`config.mk`:
```
export PLATFORM = sky130hd
export DESIGN_NAME = tald_csr
export DESIGN_NICKNAME = d
export VERILOG_FILES = /design/src/tald_pkg.sv /design/src/tald_csr.sv
export SDC_FILE = /design/constraint.sdc
export NUM_CORES = 1
export LEC_CHECK = 0
export ABC_AREA = 1
export BUFFER_PORTS_ARGS = -buffer_cell sky130_fd_sc_hd__buf_2
export CORE_MARGIN = 2
export CORE_UTILIZATION = 54
export CTS_CLUSTER_SIZE = 25
export DETAILED_ROUTE_END_ITERATION = 6
export PLACE_DENSITY = 0.86
export SLEW_MARGIN = 40
export SYNTH_ARGS = -nofsm -noshare
export SYNTH_HDL_FRONTEND = slang
export SYNTH_SLANG_ARGS = --single-unit
```
`constraint.sdc`:
```
create_clock -name clock -period 2.3 [get_ports clock]
set_input_delay 0.115 -clock clock [delete_from_list [all_inputs] [get_ports clock]]
set_output_delay 0.115 -clock clock [all_outputs]
set_load 0.02 [all_outputs]
```
`src/tald_pkg.sv`:
```
`timescale 1ns / 1ps
`default_nettype none
package tald_pkg;

   localparam int TableLen = 24;

   typedef enum logic [3:0] {
      ST_IDLE,
      ST_SQUARE,
      ST_ROOT,
      ST_PREP,
      ST_ROTATE,
      ST_SCALE,
      ST_FILTER,
      ST_READ,
      ST_SUM,
      ST_DIVIDE,
      ST_JUDGE,
      ST_CLEAR
   } state_type;

   localparam logic [2:0] RegRollBase  = 3'd0;
   localparam logic [2:0] RegPitchBase = 3'd1;
   localparam logic [2:0] RegLevel     = 3'd2;
   localparam logic [2:0] RegNear      = 3'd3;
   localparam logic [2:0] RegPulse     = 3'd4;
   localparam logic [2:0] RegAlpha     = 3'd5;

   typedef struct packed {
      logic signed [15:0] roll_baseline;
      logic signed [15:0] pitch_baseline;
      logic [14:0] level_band;
      logic [14:0] near_band;
      logic [14:0] pulse_band;
      logic [15:0] filter_alpha;
   } cfg_type;

   function automatic logic signed [31:0] atan_entry(input logic [4:0] i);
      logic signed [31:0] v;
      case (i)
         5'd0: v = 32'sd2949120;
         5'd1: v = 32'sd1740967;
         5'd2: v = 32'sd919879;
         5'd3: v = 32'sd466945;
         5'd4: v = 32'sd234379;
         5'd5: v = 32'sd117304;
         5'd6: v = 32'sd58666;
         5'd7: v = 32'sd29335;
         5'd8: v = 32'sd14668;
         5'd9: v = 32'sd7334;
         5'd10: v = 32'sd3667;
         5'd11: v = 32'sd1833;
         5'd12: v = 32'sd917;
         5'd13: v = 32'sd458;
         5'd14: v = 32'sd229;
         5'd15: v = 32'sd115;
         5'd16: v = 32'sd57;
         5'd17: v = 32'sd29;
         5'd18: v = 32'sd14;
         5'd19: v = 32'sd7;
         5'd20: v = 32'sd4;
         5'd21: v = 32'sd2;
         5'd22: v = 32'sd1;
         default: v = 32'sd0;
      endcase
      return v;
   endfunction

endpackage
`default_nettype wire

```
`src/tald_csr.sv`:
```
`timescale 1ns / 1ps
`default_nettype none
module tald_csr
   import tald_pkg::*;
(
   input  wire logic        clock,
   input  wire logic        reset,
   input  wire logic        psel,
   input  wire logic        penable,
   input  wire logic        pwrite,
   input  wire logic [4:0]  paddr,
   input  wire logic [31:0] pwdata,
   output logic [31:0]      prdata,
   output logic             pready,
   output cfg_type          cfg
);
   cfg_type cfg_ff, cfg_in;
   logic [2:0] index;

   assign index = paddr[4:2];
   assign pready = 1'b1;
   assign cfg = cfg_ff;

   always_comb begin
      cfg_in = cfg_ff;
      if (psel && penable && pwrite) begin
         case (index)
            RegRollBase: cfg_in.roll_baseline = pwdata[15:0];
            RegPitchBase: cfg_in.pitch_baseline = pwdata[15:0];
            RegLevel: cfg_in.level_band = pwdata[14:0];
            RegNear: cfg_in.near_band = pwdata[14:0];
            RegPulse: cfg_in.pulse_band = pwdata[14:0];
            RegAlpha: cfg_in.filter_alpha = pwdata[15:0];
            default: cfg_in = cfg_ff;
         endcase
      end
   end

   always_comb begin
      case (index)
         RegRollBase: prdata = {{16{cfg_ff.roll_baseline[15]}}, cfg_ff.roll_baseline};
         RegPitchBase: prdata = {{16{cfg_ff.pitch_baseline[15]}}, cfg_ff.pitch_baseline};
         RegLevel: prdata = {17'd0, cfg_ff.level_band};
         RegNear: prdata = {17'd0, cfg_ff.near_band};
         RegPulse: prdata = {17'd0, cfg_ff.pulse_band};
         RegAlpha: prdata = {16'd0, cfg_ff.filter_alpha};
         default: prdata = 32'd0;
      endcase
   end

   always_ff @(posedge clock) begin
      if (reset) begin
         cfg_ff <= '{roll_baseline: 16'sd0, pitch_baseline: 16'sd0, level_band: 15'd1,
                     near_band: 15'd10, pulse_band: 15'd30, filter_alpha: 16'd6554};
      end else begin
         cfg_ff <= cfg_in;
      end
   end
endmodule
`default_nettype wire

```
# [Word level (Yosys, flattened, before mapping)]
# Cells that the tools add are included.
# Widths: inputs -> output; s select.
[word_totals] out_inout_bits=126 reg_bits=93
[op_classes] mux=1 reduce_logical=9 n_eq_ne=5
[ops] operator="$pmux 32 s6" count=1
[ops] operator="$reduce_and 2->1" count=6
[ops] operator="$eq 3x2->1 const B" count=2
[ops] operator="$eq 3x3->1 const B" count=2
[ops] operator="$eq 3x1->1 const B" count=1
[ops] operator="$logic_not 3->1" count=1
[ops] operator="$logic_and 1x1->1" count=2

# [Longest topological paths before layout]
# Gate-level depths: netlist (run 1).
[logic_depth] ltp_word=3 ltp_mapped=9

# [Worst setup path after synthesis (run 1)]
# OpenSTA, ideal clock, no wires.
[synth_timing] path_type="input to output" from="input paddr[2]" to="output prdata[17]" arrival_ns=1.507 slack_ns=0.678 stages=8 path_cell_list="buf_2 -> inv_1 -> nand2_1 -> nor2_4 -> buf_2 -> nand2_1 -> nand2_1 -> buf_4"
[synth_between] elab_chain_len=2 elab_cells_between_ends=7 cone_classes="eq/ne (5); mux (1); reduce/logical (1)"
[synth_rtl] element="from (decl)" line_no="tald_csr.sv:11" text="input wire logic [4:0] paddr,"
[synth_rtl] element="$eq 3x3->1, or another cell as far along" line_no="tald_csr.sv:40" text="case (index)"
[synth_rtl] element="$pmux 32 s6 *" line_no="tald_csr.sv:40"
[synth_rtl] element="to (decl)" line_no="tald_csr.sv:13" text="output logic [31:0] prdata,"
# Every way passes the cells marked *; elsewhere a longest branch is shown, timed or not.

# [Final worst setup path (run 1)]
[layout_timing] from="input paddr[4]" to="output prdata[20]"
# The elaborated chain is that of the path after synthesis.

==> results of run 1 <==
-- placed cells by master (no fill, tap or decap), drive strengths merged --
cell and count:
nand3 107, clkbuf 11, clkinvlp 2, a21oi 1, bufinv 1, buf 164, clkinv 2, nor2 186
nand4 30, conb 1, nand2 218, inv 37, dlygate4sd3 5, dfxtp 93, o21ai 8
-- metal layers --
layer,vias to the layer above,global-route usage [%],wire length [µm]
li1,2565,-,-
met1,2349,42.6,6040
met2,328,47.7,6700
met3,44,6.83,1850
met4,0,12.7,568
met5,-,0,0
-- per-stage QoR --
stage	cells	instance area [µm²]
2_1_floorplan	747	4730
3_3_place_gp	953	5360
3_5_place_dp	953	5360
4_1_cts	974	5620
5_1_grt	974	5620
6_report	974	5620
-- worst min-delay path by stage --
stage | start | to | slack (ns)
after floorplan | pwdata[1] | cfg[17] | 0.24
after global placement | pwdata[7] | cfg[7] | 0.35
after detailed placement | pwdata[8] | cfg[8] | 0.35
after CTS | pwdata[0] | cfg[46] | 0.009
after global routing | pwdata[0] | cfg[46] | 0.008
final | pwdata[0] | cfg[46] | 0.01
-- logic make-up after synthesis --
kind of cell           Yosys count  share of synthesized area, %
other                            1                        0.0794
AND/OR/NAND/NOR                541                          48.7
flip-flops                      93                          39.4
AO/OA/AOI/OAI                    9                         0.953
buffers and inverters          103                          10.9
-- worst min-delay path, delay by kind of cell --
family	cells	cell delay [ns]
simple gates	2	0.12
buf+inv	1	0.10
-- layout make-up --
cell class / instances / area (µm²)
multi-input cells: 551 / 2350
flip-flops and latches: 93 / 1860
clock inverters: 5 / 58.8
clock buffers: 11 / 151
fillers: 809 / 2970
inverters: 37 / 139
well taps: 108 / 135
repair buffers: 169 / 923
-- power breakdown --
part | switching [mW] | leakage (nW) | internal, mW
combinational | 0.284 | 2.06 | 0.111
clock | 0.599 | 0.102 | 0.562
sequential | 0.0185 | 0.751 | 1.63
total | 0.901 | 2.91 | 2.30
-- repair_timing --
| item | 4_1_cts | 5_1_grt |
|---|---|---|
| setup endpoints to repair | 0 | 0 |
| resized for setup | 0 | 0 |
| hold buffers | 5 | 0 |
| hold endpoints to repair | 5 | 0 |
==> flow_metrics.py, run 1 <==
metrics = {
    "critical_path": {
        "crit_arrival_ns": 1.79,
        "r2r_slack_ns": 1.63,
        "reg2reg_from": "cfg[40]",
        "cp-start-kind": "input port",
        "path_class": "input port to output pin",
        "reg2reg_to": "cfg[40]",
        "critPathMaxFanout": 26,
        "crit_path_end_kind": "output pin",
        "cp_common_cell": "nand2_1",
        "crit_chain": "buf_2, inv_2, nand2_1, nor2_4, nand2_1, nand2_1, buf_2",
        "endpoint": "prdata[20]",
        "cpPeakStageDelay_ns": 0.50,
        "crit_cells": 7,
        "cp.required_ns": 2.18,
        "slowest_stage": "nor2_4",
        "crit_family": "simple AND/OR/NAND/NOR gates",
        "path_buf_inv": 3,
        "crit_path_start": "paddr[4]",
        "rr_worst_depth": 2,
    },
    "placed_design": {
        "place.gp.congestion": 0.922,
        "place_worst_setup_slack_ns": 0.432,
        "port_buffers": 148,
        "dp_hpwl_um": 10500,
    },
    "route": {
        "wirelength_um": 15200,
        "vias": 5286,
        "viasPerCell": 5.43,
        "drt-wirelength-per-cell_um": 15.6,
        "ant_nets": 0,
        "drcViolationCount": 0,
        "dr.first_iter.drc_count": 586,
        "drt_first_pass_iters": 6,
    },
    "floorplan": {
        "die_w_um": 97.6,
        "placementRows": 34,
        "pin_count": 168,
        "initial_utilization_pct": 55.0,
        "die_h_um": 97.6,
        "core-area_mm2": 0.00859,
        "fp.dieArea_mm2": 0.00952,
    },
    "timing": {
        "finalHoldViolCount": 0,
        "setup_tns_ns": 0,
        "slew_violations": 0,
        "slew_headroom_pct": 51.5,
        "holdWs_ns": 0.0103,
        "setup_viol": 0,
        "finClkSkew_ns": 0,
        "max_slew.worst_pin.slew_ns": 0.727,
        "rsz0062_at_grt": "false",
        "period_minus_slack_ns": 1.91,
        "clock.fmax_ghz": 0.525,
        "setup_slack_ns": 0.395,
        "finalCritPeriodShare_pct": 82.8,
    },
    "global_routing": {
        "antenna_found_initial": 0,
        "grt_pass1_vias": 4443,
        "grt_usage_pct": 31.1,
        "grt.overflow.total": 0,
        "grt_pass1_wl_um": 23600,
        "grt_start_max_net_pins": 94,
    },
    "cells_and_area": {
        "final_core_util_pct": 65.4,
        "area_delta_synth_final_pct": 19.0,
        "largest_register_ffs": 93,
        "insertedDiodeCount": 0,
        "final_nets": 903,
        "drive_gt1_share_pct": 22.5,
    },
    "synth": {
        "synth_most_common_cell": "nand2_1",
        "synth_top_area_share_pct": 39.4,
        "synthTopCellsByArea": "dfxtp_1 (39%), nand2_1 (17%), nor2_1 (14%), nand3_1 (11%), buf_4 (4.1%)",
        "async_flop_share_pct": 0,
        "synthCells": 747,
        "ys_warn_count": 0,
        "ys_seq_area_share_pct": 39.4,
        "synth-main-ff-cell": "dfxtp_1",
        "yosys-top-cells-count": "nand2_1 (218), nor2_1 (177), nand3_1 (105)",
        "ys_ff_latch": 93,
        "synth.distinct_cells": 17,
        "synthesis.nets": 789,
        "postSynthAreaPerCell_um2": 6.33,
        "syn-cell-area_mm2": 0.00473,
        "yosysTopAreaCell": "dfxtp_1",
        "synth_edf_count": 0,
    },
    "clocking": {
        "root_buffer": "clkbuf_8",
        "clk_pin_slew_ns": 0.09,
        "cts_setup_buffers": 0,
        "clk_path_buf_depth": 2,
        "cts_sinks": 93,
        "cts_tree": "done",
        "clkLatencyLatePin_ns": 0.36,
        "cts_max_level": 3,
        "numCtsBuffers": 9,
    },
    "power": {
        "power_density_mw_per_mm2": 570,
        "p_total_mw": 3.20,
        "vdd_drop_max_mv": 0.280,
        "leakage_nw": 2.91,
    },
    "hold_path": {
        "hp-class": "input port to register",
        "whs_path_depth": 3,
    },
    "run": {
        "drv_cap": 0,
    },
    "outcome": {
        "run_status": "finished, final reports clean",
    },
}
(Power assumes the default switching activity.)
==> run 2, diff against run 1 <==
--- a/config.mk
+++ b/config.mk
@@ -8,10 +8,10 @@
 export ABC_AREA = 1
 export BUFFER_PORTS_ARGS = -buffer_cell sky130_fd_sc_hd__buf_2
 export CORE_MARGIN = 2
-export CORE_UTILIZATION = 54
+export CORE_UTILIZATION = 45
 export CTS_CLUSTER_SIZE = 25
 export DETAILED_ROUTE_END_ITERATION = 6
-export PLACE_DENSITY = 0.86
+export PLACE_DENSITY = 0.76
 export SLEW_MARGIN = 40
 export SYNTH_ARGS = -nofsm -noshare
 export SYNTH_HDL_FRONTEND = slang
==> constraint.sdc (replaced) <==
create_clock -name clock -period 1.54 [get_ports clock]
set_input_delay 0.077 -clock clock [delete_from_list [all_inputs] [get_ports clock]]
set_output_delay 0.077 -clock clock [all_outputs]
set_load 0.02 [all_outputs]
==> run 2 against run 1 <==
  * Clock-buffer cell count is the same
  * Largest power group unchanged
  * Highest routed layer unchanged
  * Clock skew is the same
  * Worst hold slack gained 0.022 ns
  * Register-to-register slack lost 0.73 ns
  * Sequential power grew 49%
  * Wire length grew 1.2%
  * Non-clock buffer count grew 17
  * Core utilization shrank 8.6 points
  * Sequential cell count is the same
  * Critical path depth shrank 2
  * Clock power grew 47%
  * Final area grew 4.0%
==> flow_metrics.py, run 2 (same netlist as run 1, synthesis figures left out) <==
metrics = {
    "outcome": {
        "run_status": "finished, final reports clean",
    },
    "cells_and_area": {
        "mostFrequentLayoutCell": "nand2_1",
        "insertedDiodeCount": 0,
        "final_nets": 920,
        "drive_gt1_share_pct": 23.8,
        "final_core_util_pct": 56.9,
        "fin_cells": 1019,
        "area_delta_synth_final_pct": 23.7,
        "largest_register_ffs": 93,
        "nFillCells": 1059,
        "seq_area_mm2": 0.00186,
        "multi_input_area_mm2": 0.00236,
        "mostFrequentLayoutCells": "nand2_1 (217), nor2_1 (176), buf_2 (148)",
    },
    "placed_design": {
        "place.gp.congestion": 0.882,
        "place_worst_setup_slack_ns": 0.155,
        "dp_cells": 995,
        "port_buffers": 148,
        "dp_hpwl_um": 11100,
    },
    "clocking": {
        "cts_max_level": 3,
        "numCtsBuffers": 9,
        "clk_path_buf_depth": 2,
        "cts_sinks": 93,
        "root_buffer": "clkbuf_8",
        "clkLatencyLatePin_ns": 0.36,
        "clk_pin_slew_ns": 0.09,
        "cts_tree": "done",
        "cts_setup_buffers": 0,
    },
    "critical_path": {
        "cpPeakStageDelay_ns": 0.33,
        "crit_chain": "nand4_1, nand2_1, nor2_1, nand2_1, buf_2",
        "cp-start-kind": "register",
        "crit_path_end_kind": "output pin",
        "cp.required_ns": 1.46,
        "rr_worst_depth": 2,
        "r2r_slack_ns": 0.90,
        "path_class": "register to output pin",
        "reg2reg_to": "cfg[78]",
        "slowest_stage": "dfxtp_1",
        "crit_family": "simple AND/OR/NAND/NOR gates",
        "reg2reg_from": "cfg[78]",
        "crit_arrival_ns": 1.41,
        "cp_common_cell": "nand2_1",
        "critPathMaxFanout": 3,
        "path_buf_inv": 1,
    },
    "global_routing": {
        "antenna_found_initial": 0,
        "grt.overflow.total": 0,
        "grt_pass1_vias": 4369,
        "grt_usage_pct": 27.0,
        "grt_pass1_wl_um": 23500,
        "grt_start_max_net_pins": 94,
    },
    "route": {
        "ant_nets": 0,
        "drt_first_pass_iters": 7,
        "dr.first_iter.drc_count": 490,
        "drcViolationCount": 0,
        "drt-wirelength-per-cell_um": 15.0,
        "vias": 5219,
        "viasPerCell": 5.12,
        "wirelength_um": 15300,
    },
    "hold_path": {
        "whs_path_depth": 3,
        "holdPathEnd": "cfg[34]",
        "hold_start": "pwdata[3]",
        "hp-class": "input port to register",
    },
    "floorplan": {
        "pin_count": 168,
        "die_h_um": 106,
        "placementRows": 37,
        "initial_utilization_pct": 46.0,
        "fp.dieArea_mm2": 0.0113,
        "core-area_mm2": 0.0103,
        "die_w_um": 106,
    },
    "timing": {
        "period_minus_slack_ns": 1.49,
        "finalCritPeriodShare_pct": 96.5,
        "slew_violations": 0,
        "finClkSkew_ns": 0,
        "clock.fmax_ghz": 0.673,
        "finalHoldViolCount": 0,
        "setup_tns_ns": 0,
        "rsz0062_at_grt": "false",
        "setup_slack_ns": 0.0541,
        "setup_viol": 0,
    },
    "power": {
        "p_clk_share_pct": 35.6,
        "p_switching_mw": 1.32,
        "vdd_drop_max_mv": 0.523,
        "leakage_nw": 3.01,
        "seqPwrFrac_pct": 51.3,
        "power_density_mw_per_mm2": 820,
        "pwr-share-comb_pct": 13.0,
        "swShare_pct": 27.6,
        "cellInternalPower_mw": 3.47,
    },
    "run": {
        "drv_cap": 0,
    },
}
run 2: routing by layer:
layer  global-route usage (%)  wire length, µm
met5                        0                0
met4                     12.1              550
met3                     6.32             1570
met2                     40.8             6780
met1                     36.5             6430
run 2: worst max path at each step:
stage                   from         end  cells after the start
floorplan           paddr[2]  prdata[17]                      8
global placement    paddr[2]      cfg[9]                      8
detailed placement  paddr[2]      cfg[9]                      8
CTS                   cfg[3]   prdata[3]                      5
global route        paddr[4]   prdata[2]                     10
finish                cfg[4]   prdata[4]                      5
run 2: worst min-delay path: stages:
cell and delay (ns):
buf_2 0.16, nand2_1 0.07, nand3_1 0.07
run 2: stage by stage:
stage / hold WS, ns / area [µm²] / power, mW
final: 0.0322 / 5850 / 4.79
after global routing: 0.0409 / 5850 / 4.97
after CTS: 0.0259 / 5850 / 4.80
after detailed placement: 0.313 / 5560 / 3.11
after global placement: 0.310 / 5560 / 3.11
after floorplan: 0.203 / 4730 / 2.89
run 2: cell type report:
type / instances / area share [%]
clock buffer: 11 / 2.59
clock inverter: 5 / 1.01
inverter: 37 / 2.38
multi-input combinational: 551 / 40.3
sequential: 93 / 31.8
tap: 136 / 2.91
timing repair buffer: 186 / 19.0
run 2: power by group through the flow:
stage          Combinational (mW)  Clock, mW  Sequential [mW]
6_report                    0.624       1.71             2.46
5_1_grt                     0.679       1.82             2.47
4_1_cts                     0.615       1.72             2.46
3_5_place_dp                0.597          0             2.52
3_3_place_gp                0.595          0             2.52
2_1_floorplan               0.340          0             2.55
run 2: timing repair:
item,in CTS,in global routing
gates resized for setup,0,0
hold endpoints to repair,10,0
hold buffers,8,0
