**src/tald_pkg.sv**
```systemverilog
`timescale 1ns / 1ps
`default_nettype none
package tald_pkg;

   localparam int TableLen = 24;

   typedef enum logic [3:0] {
      ST_IDLE,
      ST_SQUARE,
      ST_ROOT,
      ST_PREP,
      ST_ROTATE,
      ST_SCALE,
      ST_FILTER,
      ST_READ,
      ST_SUM,
      ST_DIVIDE,
      ST_JUDGE,
      ST_CLEAR
   } state_type;

   localparam logic [2:0] RegRollBase  = 3'd0;
   localparam logic [2:0] RegPitchBase = 3'd1;
   localparam logic [2:0] RegLevel     = 3'd2;
   localparam logic [2:0] RegNear      = 3'd3;
   localparam logic [2:0] RegPulse     = 3'd4;
   localparam logic [2:0] RegAlpha     = 3'd5;

   typedef struct packed {
      logic signed [15:0] roll_baseline;
      logic signed [15:0] pitch_baseline;
      logic [14:0] level_band;
      logic [14:0] near_band;
      logic [14:0] pulse_band;
      logic [15:0] filter_alpha;
   } cfg_type;

   function automatic logic signed [31:0] atan_entry(input logic [4:0] i);
      logic signed [31:0] v;
      case (i)
         5'd0: v = 32'sd2949120;
         5'd1: v = 32'sd1740967;
         5'd2: v = 32'sd919879;
         5'd3: v = 32'sd466945;
         5'd4: v = 32'sd234379;
         5'd5: v = 32'sd117304;
         5'd6: v = 32'sd58666;
         5'd7: v = 32'sd29335;
         5'd8: v = 32'sd14668;
         5'd9: v = 32'sd7334;
         5'd10: v = 32'sd3667;
         5'd11: v = 32'sd1833;
         5'd12: v = 32'sd917;
         5'd13: v = 32'sd458;
         5'd14: v = 32'sd229;
         5'd15: v = 32'sd115;
         5'd16: v = 32'sd57;
         5'd17: v = 32'sd29;
         5'd18: v = 32'sd14;
         5'd19: v = 32'sd7;
         5'd20: v = 32'sd4;
         5'd21: v = 32'sd2;
         5'd22: v = 32'sd1;
         default: v = 32'sd0;
      endcase
      return v;
   endfunction

endpackage
`default_nettype wire

```
**src/tald_cordic.sv**
```systemverilog
`timescale 1ns / 1ps
`default_nettype none
module tald_cordic
   import tald_pkg::*;
#(
   parameter int CORDIC_STEPS = 16
) (
   input  wire logic               clock,
   input  wire logic               start,
   input  wire logic signed [16:0] ny,
   input  wire logic signed [16:0] nx,
   output logic                    done,
   output logic signed [31:0]      angle
);
   localparam int Steps = (CORDIC_STEPS < TableLen) ? CORDIC_STEPS : TableLen;

   logic signed [33:0] x_ff, x_in, y_ff, y_in;
   logic signed [31:0] z_ff, z_in;
   logic [4:0] step_ff, step_in;
   logic busy_ff, busy_in;
   logic zero_ff, zero_in;
   logic signed [33:0] dx, dy, x0, y0;

   assign x0 = {{3{nx[16]}}, nx, 14'd0};
   assign y0 = {{3{ny[16]}}, ny, 14'd0};
   assign dx = y_ff >>> step_ff;
   assign dy = x_ff >>> step_ff;
   assign angle = z_ff;
   assign done = busy_ff && (step_ff == 5'(Steps - 1));

   always_comb begin
      x_in = x_ff;
      y_in = y_ff;
      z_in = z_ff;
      step_in = step_ff;
      busy_in = busy_ff;
      zero_in = zero_ff;
      if (start) begin
         step_in = 5'd0;
         busy_in = 1'b1;
         zero_in = 1'b0;
         if (nx == 17'sd0 && ny == 17'sd0) begin
            x_in = 34'sd0;
            y_in = 34'sd0;
            z_in = 32'sd0;
            zero_in = 1'b1;
         end else if (nx < 0) begin
            x_in = -x0;
            y_in = -y0;
            z_in = (ny >= 0) ? 32'sd11796480 : -32'sd11796480;
         end else begin
            x_in = x0;
            y_in = y0;
            z_in = 32'sd0;
         end
      end else if (busy_ff) begin
         if (!zero_ff) begin
            if (y_ff >= 0) begin
               x_in = x_ff + dx;
               y_in = y_ff - dy;
               z_in = z_ff + atan_entry(step_ff);
            end else begin
               x_in = x_ff - dx;
               y_in = y_ff + dy;
               z_in = z_ff - atan_entry(step_ff);
            end
         end
         step_in = step_ff + 5'd1;
         if (step_ff == 5'(Steps - 1)) begin
            busy_in = 1'b0;
         end
      end
   end

   always_ff @(posedge clock) begin
      x_ff <= x_in;
      y_ff <= y_in;
      z_ff <= z_in;
      step_ff <= step_in;
      busy_ff <= busy_in;
      zero_ff <= zero_in;
   end
endmodule
`default_nettype wire

```
**config.mk**
```make
export PLATFORM = sky130hd
export DESIGN_NAME = tald_cordic
export DESIGN_NICKNAME = d
export VERILOG_FILES = /design/src/tald_pkg.sv /design/src/tald_cordic.sv
export SDC_FILE = /design/constraint.sdc
export NUM_CORES = 1
export LEC_CHECK = 0
export ABC_AREA = 1
export BUFFER_PORTS_ARGS = -buffer_cell sky130_fd_sc_hd__buf_4
export CAP_MARGIN = 20
export CORE_ASPECT_RATIO = 0.7
export CORE_MARGIN = 5
export CORE_UTILIZATION = 60
export DETAILED_ROUTE_END_ITERATION = 6
export PLACE_DENSITY = 0.78
export SLEW_MARGIN = 20
export SYNTH_ARGS = -nofsm -noshare
export SYNTH_HDL_FRONTEND = slang
export SYNTH_SLANG_ARGS = --single-unit
```
**constraint.sdc**
```tcl
create_clock -name clock -period 23.3 [get_ports clock]
set_input_delay 4.66 -clock clock [delete_from_list [all_inputs] [get_ports clock]]
set_output_delay 4.66 -clock clock [all_outputs]
set_load 0.005 [all_outputs]
```
# Word level (Yosys, flattened, before mapping)
# Memory sizes are Yosys's and may differ from the RTL's. A register that Yosys moved wholly into a read port is not among the register bits.
# Cells that the tools add are included.
# W data, S select, Z words.
# word_totals
register_bits	107
input_bits	36
elab_cells	64
rom_bits	1408
out_inout_bits	33
mem_count	2
# mem_list
name	words	word_bits	rd	rd_clocked_by_memory_dff	wr	line_no	source
(name not given)	32	22	1	1	0	tald_pkg.sv:40	case (i)
(name not given)	32	22	1	1	0	tald_pkg.sv:40	
# classes
mux	34
add_sub_neg	9
n_lt_le_gt_ge	3
n_eq_ne	2
n_reduce_logical	6
shifts	2
# op_table
op	count
$mux W32	15
$mux W34	12
$add A34 B34 Y34	2
$neg A31 Y34	2
$sshr A34 B5 Y34	2
$sub A34 B34 Y34	2
$ge A34 B1 Y1 const B	1
$logic_not A17 Y1	2
$add A32 B32 Y32	1
$sub A32 B32 Y32	1
$mux W5	4
$ge A17 B1 Y1 const B	1
$lt A17 B1 Y1 const B	1
$add A5 B1 Y5 const B	1
$eq A5 B4 Y1 const B	1
$mux W1	3
$logic_and A1 B1 Y1	2
$ne A2 B2 Y1 const B	1
$reduce_and A2 Y1	1
$reduce_bool A2 Y1	1

# Longest topological paths before layout
# Gate-level depths: netlist (run 1).
# logic_depth
word_depth	10
ltp_mapped	36
mapped_depth_nobuf	33

# Least setup slack after synthesis (run 1)
# OpenSTA, ideal clock, no wires.
# synth_path
path_type	input-to-reg
startpoint	input port start
endpoint	register z_ff[0], in the netlist angle[0], enable pin
required_time_ps	21820
path_slack_ps	13405
n_path_buf	3
setup_ps	1480
arrival_time_ps	8415
path_stages	5
path_cell_list	clkbuf_1 inv_2 clkbuf_1 buf_2 o21ai_0
# synth_via
elab_chain_cells	2
word_cells_on_any_way	3
classes_between	eq/ne: 1; reduce/logical: 2
# synth_lines
element	line_no	source
start: declaration	tald_cordic.sv:9	input wire logic start,
$ne A2 B2 Y1 (no source line) or $reduce_bool A2 Y1 (tied branches)	--	
$reduce_and A2 Y1 (no source line) (*)	--	
end signal: assignment	tald_cordic.sv:78	z_ff <= z_in;
end: declaration	tald_cordic.sv:18	logic signed [31:0] z_ff, z_in;
# Every way passes the cells marked *; elsewhere a longest branch is shown, timed or not.
# A chain may end at the register's enable or synchronous reset.

==> flow_metrics.tcl, run 1 <==
set metrics [dict create \
    start_util_pct 60.5 \
    antenna_left 0 \
    root_buffer "clkbuf_16" \
    drtIter0Drc 2902 \
    worstPathArrival_ns 7.93 \
    post_cts_buffers 0 \
    num_vias 19900 \
    ys_warn_count 0 \
    final_core_util_pct 64.5 \
    fin_cells 3194 \
    grt.overflow.total 0 \
    synth_edf_count 101 \
    synth-async-reset-ratio_pct 0 \
    area_delta_synth_final_pct 6.47 \
    path_class "input port to flop" \
    post-place-cells 3162 \
    row_count 52 \
    final_area_sq_um 18500 \
    place.gp.congestion 1.07 \
    antenna_cells 0 \
    die-width_um 213 \
    grt_usage_pct 35.2 \
    pin_count 69 \
    maxCapViolations 0 \
    synth.distinct_cells 63 \
    finalHoldViolations 0 \
    cpPeakStageDelay_ns 0.72 \
    drt-vias-per-instance 6.22 \
    syn-num-nets 2961 \
    violations "design-rule violations" \
    rsz0062_at_grt "false" \
    tightest_slew_ns 1.18 \
    port_buffers 68 \
    required_ns 23.64 \
    multiInputGateArea_sq_um 12200 \
    die_area_sq_um 32500 \
    drtPass1Iterations 7 \
    maxSlewViolCount 0 \
    cts_buffers 17 \
    grt_first_pass_wirelength_mm 93.4 \
    finalCritPeriodShare_pct 32.6 \
    dpl.hpwl_mm 46.8 \
    synth_ff_type "edfxtp_1" \
    slew_headroom_pct 20.7 \
    cts.sinks 129 \
    cpLargestDelayFamily "buffers and inverters" \
    fill_cells 2775 \
    synthCells 2810 \
    fin_tns_setup_ns 0 \
    cts_buffer_depth 2 \
    max_clock_freq_mhz 132 \
    core-area_sq_um 28700 \
    cp_max_fo 53 \
    clk_latency_ns 0.44 \
    r2r_slack_ns 16.06 \
    crit_path_end_kind "flop" \
    htreeDepth 4 \
    yosys.area.top_type "edfxtp_1" \
    drc 9 \
    cts_tree "yes" \
    cts-hold-fix-buffers 0 \
    cts_resized 0 \
    worstHoldPathType "flop to flop" \
    avgRoutedWirePerCell_um 18.8 \
    synth_top_area_share_pct 17.5 \
    path_buf_inv 4 \
    grt_pass1_vias 17500 \
    antenna_found_initial 2 \
    yosysSeqAreaShare_pct 20.7 \
    period_needed_ns 7.59 \
    post_dp_cell_area_sq_um 17900 \
    die_h_um 152 \
    syn-cell-area_sq_um 17400 \
    drive_gt1_share_pct 7.28 \
    drt-total-wl_mm 59.9 \
    ys_ff_latch 129 \
    slowest_stage "inv_2" \
    nets 2954 \
    synth.avg_cell_area_sq_um 6.18 \
    setup_viol 0 \
    synthTopCellsByArea "edfxtp_1 (17%), nand2_1 (17%), nand3_1 (12%)" \
    outcome "complete, but fails checks" \
    ff_latch_area_sq_um 3600 \
    cp_cell_sequence "buf_4, inv_2, buf_4, nand2_1, nor2_1, inv_1, nand2_1, nor3_1, a311oi_1" \
    grt_max_degree 75 \
    path_clk_slew_ns 0.06 \
    finalClockSkew_ns 0.0171 \
    critPathLaunchType "input port" \
]
[metrics by stage]
step	setup WS, ns	hold slack (ns)
3_5_place_dp	15.27	0.549
2_1_floorplan	13.40	0.622
4_1_cts	15.74	0.559
5_1_grt	15.49	0.585
6_report	15.71	0.555
3_3_place_gp	15.31	0.541
[cell usage in the layout, fill, tap and decap left out, types with 11 or more instances in the layout]
master     count
dfxtp_1       24
o21ai_0      158
o211ai_1      14
xnor2_1       40
inv_1        254
or2_2         14
a21oi_1      197
nand4_1       34
edfxtp_1     101
buf_4         83
o21ai_2       11
o21a_1        15
nor2_1       243
nor4_1        11
nand2_2       18
nand2_1      781
ha_1         112
clkbuf_16     18
o21bai_1      13
a21o_1        17
xor2_1        72
a31oi_1       16
nand3_1      408
nor3_1        40
[layout make-up]
cell class / count / area share, %
Clock inverter: 10 / 0.535
Multi-Input combinational cell: 2306 / 66.0
Tap cell: 378 / 2.56
Clock buffer: 22 / 2.63
Sequential cell: 129 / 19.5
Timing Repair Buffer: 83 / 3.37
Inverter: 266 / 5.43
[cells in the mapped netlist, types with 4 or more instances]
library cell	count
ha_1	112
nor4_1	11
o31ai_1	5
xor2_1	72
nand3b_1	4
o21ai_2	11
o21ai_0	159
dfxtp_1	28
a21o_1	17
nand4_1	34
a31oi_1	16
a21boi_0	5
a221oi_1	5
or2_2	14
clkbuf_1	30
nand3_2	9
o21bai_1	13
inv_2	8
a21oi_1	197
buf_2	45
nor2_2	4
nand2_1	781
o22ai_1	6
edfxtp_1	101
inv_1	256
nor2_1	243
o21a_1	15
nor3_1	40
buf_1	16
o21ai_1	9
nand3_1	408
nor2_4	6
buf_6	9
xnor2_1	40
buf_4	8
nand2_2	18
o211ai_1	14
[kinds of logic (layout without fill, tap and decap cells)]
family                   Yosys count  after routing  share of synthesized area [%]
AO/OA/AOI/OAI                    494            494                           16.2
XOR/XNOR                         113            113                           5.74
adder cells (fa/ha/maj)          115            115                           8.41
buffers and inverters            375            381                           9.08
flip-flops                       129            129                           20.7
AND/OR/NAND/NOR                 1584           1584                           39.8
[metal layers]
| metal | vias to the layer above | track usage [%] | routed length (um) |
|---|---|---|---|
| met5 | - | 0 | 27 |
| met4 | 4 | 6.87 | 1230 |
| met2 | 1199 | 48.7 | 24100 |
| li1 | 9500 | - | - |
| met1 | 9045 | 53.3 | 26000 |
| met3 | 128 | 11.9 | 8570 |
[worst min-delay path, cell delays in order (launching register included)]
cell and delay, ns:
dfxtp_2 0.33, nor2_1 0.12, nor3_1 0.07
[final timing paths]
kind,to,startpoint,cells after the start
setup / recovery,flop,start,9
hold / removal,step_ff[1]$_SDFFE_PP0P_,step_ff[1]$_SDFFE_PP0P_,2
setup reg to reg,x_ff[29]$_DFFE_PP_,step_ff[1]$_SDFFE_PP0P_,29
hold reg to reg,step_ff[1]$_SDFFE_PP0P_,step_ff[1]$_SDFFE_PP0P_,2
Power of run 1 is not shown: default switching activity piles up to over one toggle a cycle in this logic, so the estimate is an artifact.
==> run 2: changes to the inputs <==
--- a/config.mk
+++ b/config.mk
@@ -5,14 +5,14 @@
 export SDC_FILE = /design/constraint.sdc
 export NUM_CORES = 1
 export LEC_CHECK = 0
-export ABC_AREA = 1
+export ABC_AREA = 0
 export BUFFER_PORTS_ARGS = -buffer_cell sky130_fd_sc_hd__buf_4
 export CAP_MARGIN = 20
 export CORE_ASPECT_RATIO = 0.7
 export CORE_MARGIN = 5
-export CORE_UTILIZATION = 60
+export CORE_UTILIZATION = 58
 export DETAILED_ROUTE_END_ITERATION = 6
-export PLACE_DENSITY = 0.78
+export PLACE_DENSITY = 0.79
 export SLEW_MARGIN = 20
 export SYNTH_ARGS = -nofsm -noshare
 export SYNTH_HDL_FRONTEND = slang
==> constraint.sdc (replaced) <==
create_clock -name clock -period 6.6 [get_ports clock]
set_input_delay 1.32 -clock clock [delete_from_list [all_inputs] [get_ports clock]]
set_output_delay 1.32 -clock clock [all_outputs]
set_load 0.005 [all_outputs]
==> flow_metrics.tcl, run 2 <==
set metrics [dict create \
    clk_latency_ns 0.46 \
    maxSlewViolCount 0 \
    yosysSeqAreaShare_pct 21.6 \
    finalCritPeriodShare_pct 98.1 \
    row_count 51 \
    finalHoldViolations 0 \
    worstHoldStart "busy_ff$_SDFF_PP1_" \
    grt_usage_pct 36.2 \
    violations "design-rule violations" \
    r2r_start "step_ff[1]$_SDFFE_PP0P_" \
    port_buffers 68 \
    path_class "flop to flop" \
    slew_headroom_pct 36.7 \
    max_clock_freq_mhz 154 \
    worstHoldPathType "flop to flop" \
    antenna_left 0 \
    crit_path_end_kind "flop" \
    worstReg2RegEnd "x_ff[32]$_DFFE_PP_" \
    die_area_sq_um 32300 \
    drtIter0Drc 2726 \
    syn-cell-area_sq_um 16700 \
    die-width_um 213 \
    grt_pass1_vias 15200 \
    synthCells 1924 \
    avgRoutedWirePerCell_um 24.9 \
    syn-num-nets 2075 \
    antenna_cells 0 \
    outcome "complete, but fails checks" \
    ys_warn_count 0 \
    synth_top_area_share_pct 18.2 \
    final_core_util_pct 66.6 \
    required_ns 6.81 \
    cp_max_fo 26 \
    setup_viol 0 \
    htreeDepth 4 \
    drtPass1Iterations 7 \
    synth_common_cells "nand2_1 (172), nor2_1 (169), o21ai_0 (157)" \
    start_util_pct 59.3 \
    dpl.hpwl_mm 45.5 \
    grt_max_degree 74 \
    maxCapViolations 0 \
    synth.avg_cell_area_sq_um 8.66 \
    place.gp.congestion 1.09 \
    drive_gt1_share_pct 18.3 \
    grt_first_pass_wirelength_mm 90.0 \
    antenna_found_initial 0 \
    cts-hold-fix-buffers 0 \
    period_needed_ns 6.48 \
    pin_count 69 \
    cts_buffer_depth 2 \
    layout_commonest_cell "nand2_1" \
    fill_cells 2299 \
    cts_tree "yes" \
    r2r_cells 25 \
    slowest_stage "mux4_2" \
    critPathLaunchType "flop" \
    synth_most_common_cell "nand2_1" \
    drt-vias-per-instance 7.06 \
    area_delta_synth_final_pct 12.2 \
    r2r_slack_ns 0.12 \
    root_buffer "clkbuf_16" \
    hold_depth 2 \
    layout_common_cells "nand2_1 (172), nor2_1 (169), buf_4 (168), o21ai_0 (155), a21oi_1 (133)" \
    yosys.area.top_type "edfxtp_1" \
    path_clk_slew_ns 0.07 \
    die_h_um 152 \
    grt.overflow.total 0 \
    drt-total-wl_mm 59.6 \
    synth.distinct_cells 88 \
    synthTopCellsByArea "edfxtp_1 (18%), mux4_2 (11%), ha_1 (8.4%)" \
    synth_ff_type "edfxtp_1" \
    tightest_slew_ns 0.944 \
    ys_ff_latch 129 \
    cts.sinks 129 \
    core-area_sq_um 28100 \
    nets 2160 \
    cts_buffers 17 \
    crit_top_cell "buf_4" \
    critPathLaunch "step_ff[1]$_SDFFE_PP0P_" \
    cpPeakStageDelay_ns 0.56 \
    finalClockSkew_ns 0.0154 \
    worstHoldEndpoint "busy_ff$_SDFF_PP1_" \
    num_vias 16900 \
    synth_edf_count 101 \
    drc 1 \
    worstPathArrival_ns 6.68 \
    synth-async-reset-ratio_pct 0 \
]
## run 2: changes by cell type after synthesis, moves of 47 or more
| cell | change |
|---|---|
| xnor2_1 | +59 |
| clkbuf_1 | +47 |
| inv_1 | -217 |
| a21oi_1 | -64 |
| mux4_2 | +83 |
| nand2_1 | -609 |
| nor2_1 | -74 |
| nand3_1 | -369 |
## run 2: final cells by class
type	instances	area [sq um]	share of cell area, %
Multi-Input combinational cell	1642	12500	66.8
Sequential cell	129	3610	19.3
Timing Repair Buffer	176	1390	7.43
Clock buffer	22	487	2.60
Tap cell	371	464	2.48
Inverter	43	164	0.877
Clock inverter	10	96.3	0.515
## run 2: stage by stage
stage	setup slack, ns	instance area (sq um)	setup TNS, ns	std cells	hold WS (ns)
6_report	0.124	18700	0	2393	0.722
5_1_grt	-0.0112	18700	-0.0112	2393	0.784
4_1_cts	0.00941	18500	0	2378	0.718
3_5_place_dp	-0.143	17900	-0.265	2346	0.708
3_3_place_gp	-0.0109	17900	-0.0109	2346	0.661
2_1_floorplan	0.444	16700	0	1924	0.653
## run 2: worst max-delay path, delay by kind of cell, from the launching register on
family	cells	cell delay, ns
multiplexers	3	1.19
AND/OR/NAND/NOR	4	0.93
XOR/XNOR	1	0.28
flip-flops	1	0.45
adder cells (fa/ha/maj)	1	0.33
AO/OA/AOI/OAI	11	2.00
buffers and inverters	5	1.03
## run 2: how the worst max path moves through the flow
stage	end	depth (start not counted)
floorplan	x_ff[32]$_DFFE_PP_	27
global placement	x_ff[32]$_DFFE_PP_	22
detailed placement	x_ff[32]$_DFFE_PP_	22
CTS	y_ff[33]$_DFFE_PP_	20
global route	x_ff[32]$_DFFE_PP_	25
finish	x_ff[32]$_DFFE_PP_	25
## run 2: cell families (layout without fill, tap and decap cells)
group                    Yosys count  count (layout)  share of synthesized area (%)
multiplexers                     149             149                           15.4
adder cells (fa/ha/maj)          115             115                           8.77
buffers and inverters            153             251                           4.16
AND/OR/NAND/NOR                  585             585                           16.8
XOR/XNOR                         183             183                           9.70
flip-flops                       129             129                           21.6
AO/OA/AOI/OAI                    610             610                           23.6
## run 2: per-layer routing
| metal | global-route usage (%) | wire length (um) | up-vias |
|---|---|---|---|
| met5 | 0 | 0 | - |
| met4 | 6.59 | 939 | 0 |
| met3 | 13.0 | 9360 | 98 |
| li1 | - | - | 7506 |
| met1 | 56.0 | 25900 | 8083 |
| met2 | 48.4 | 23400 | 1198 |
## run 2: repair_timing
action | CTS | global route
endpoints found under the setup margin | 2 | 13
resized for setup | 5 | 21
buffers inserted | 0 | 15
Power of run 2 is left out for the same reason.
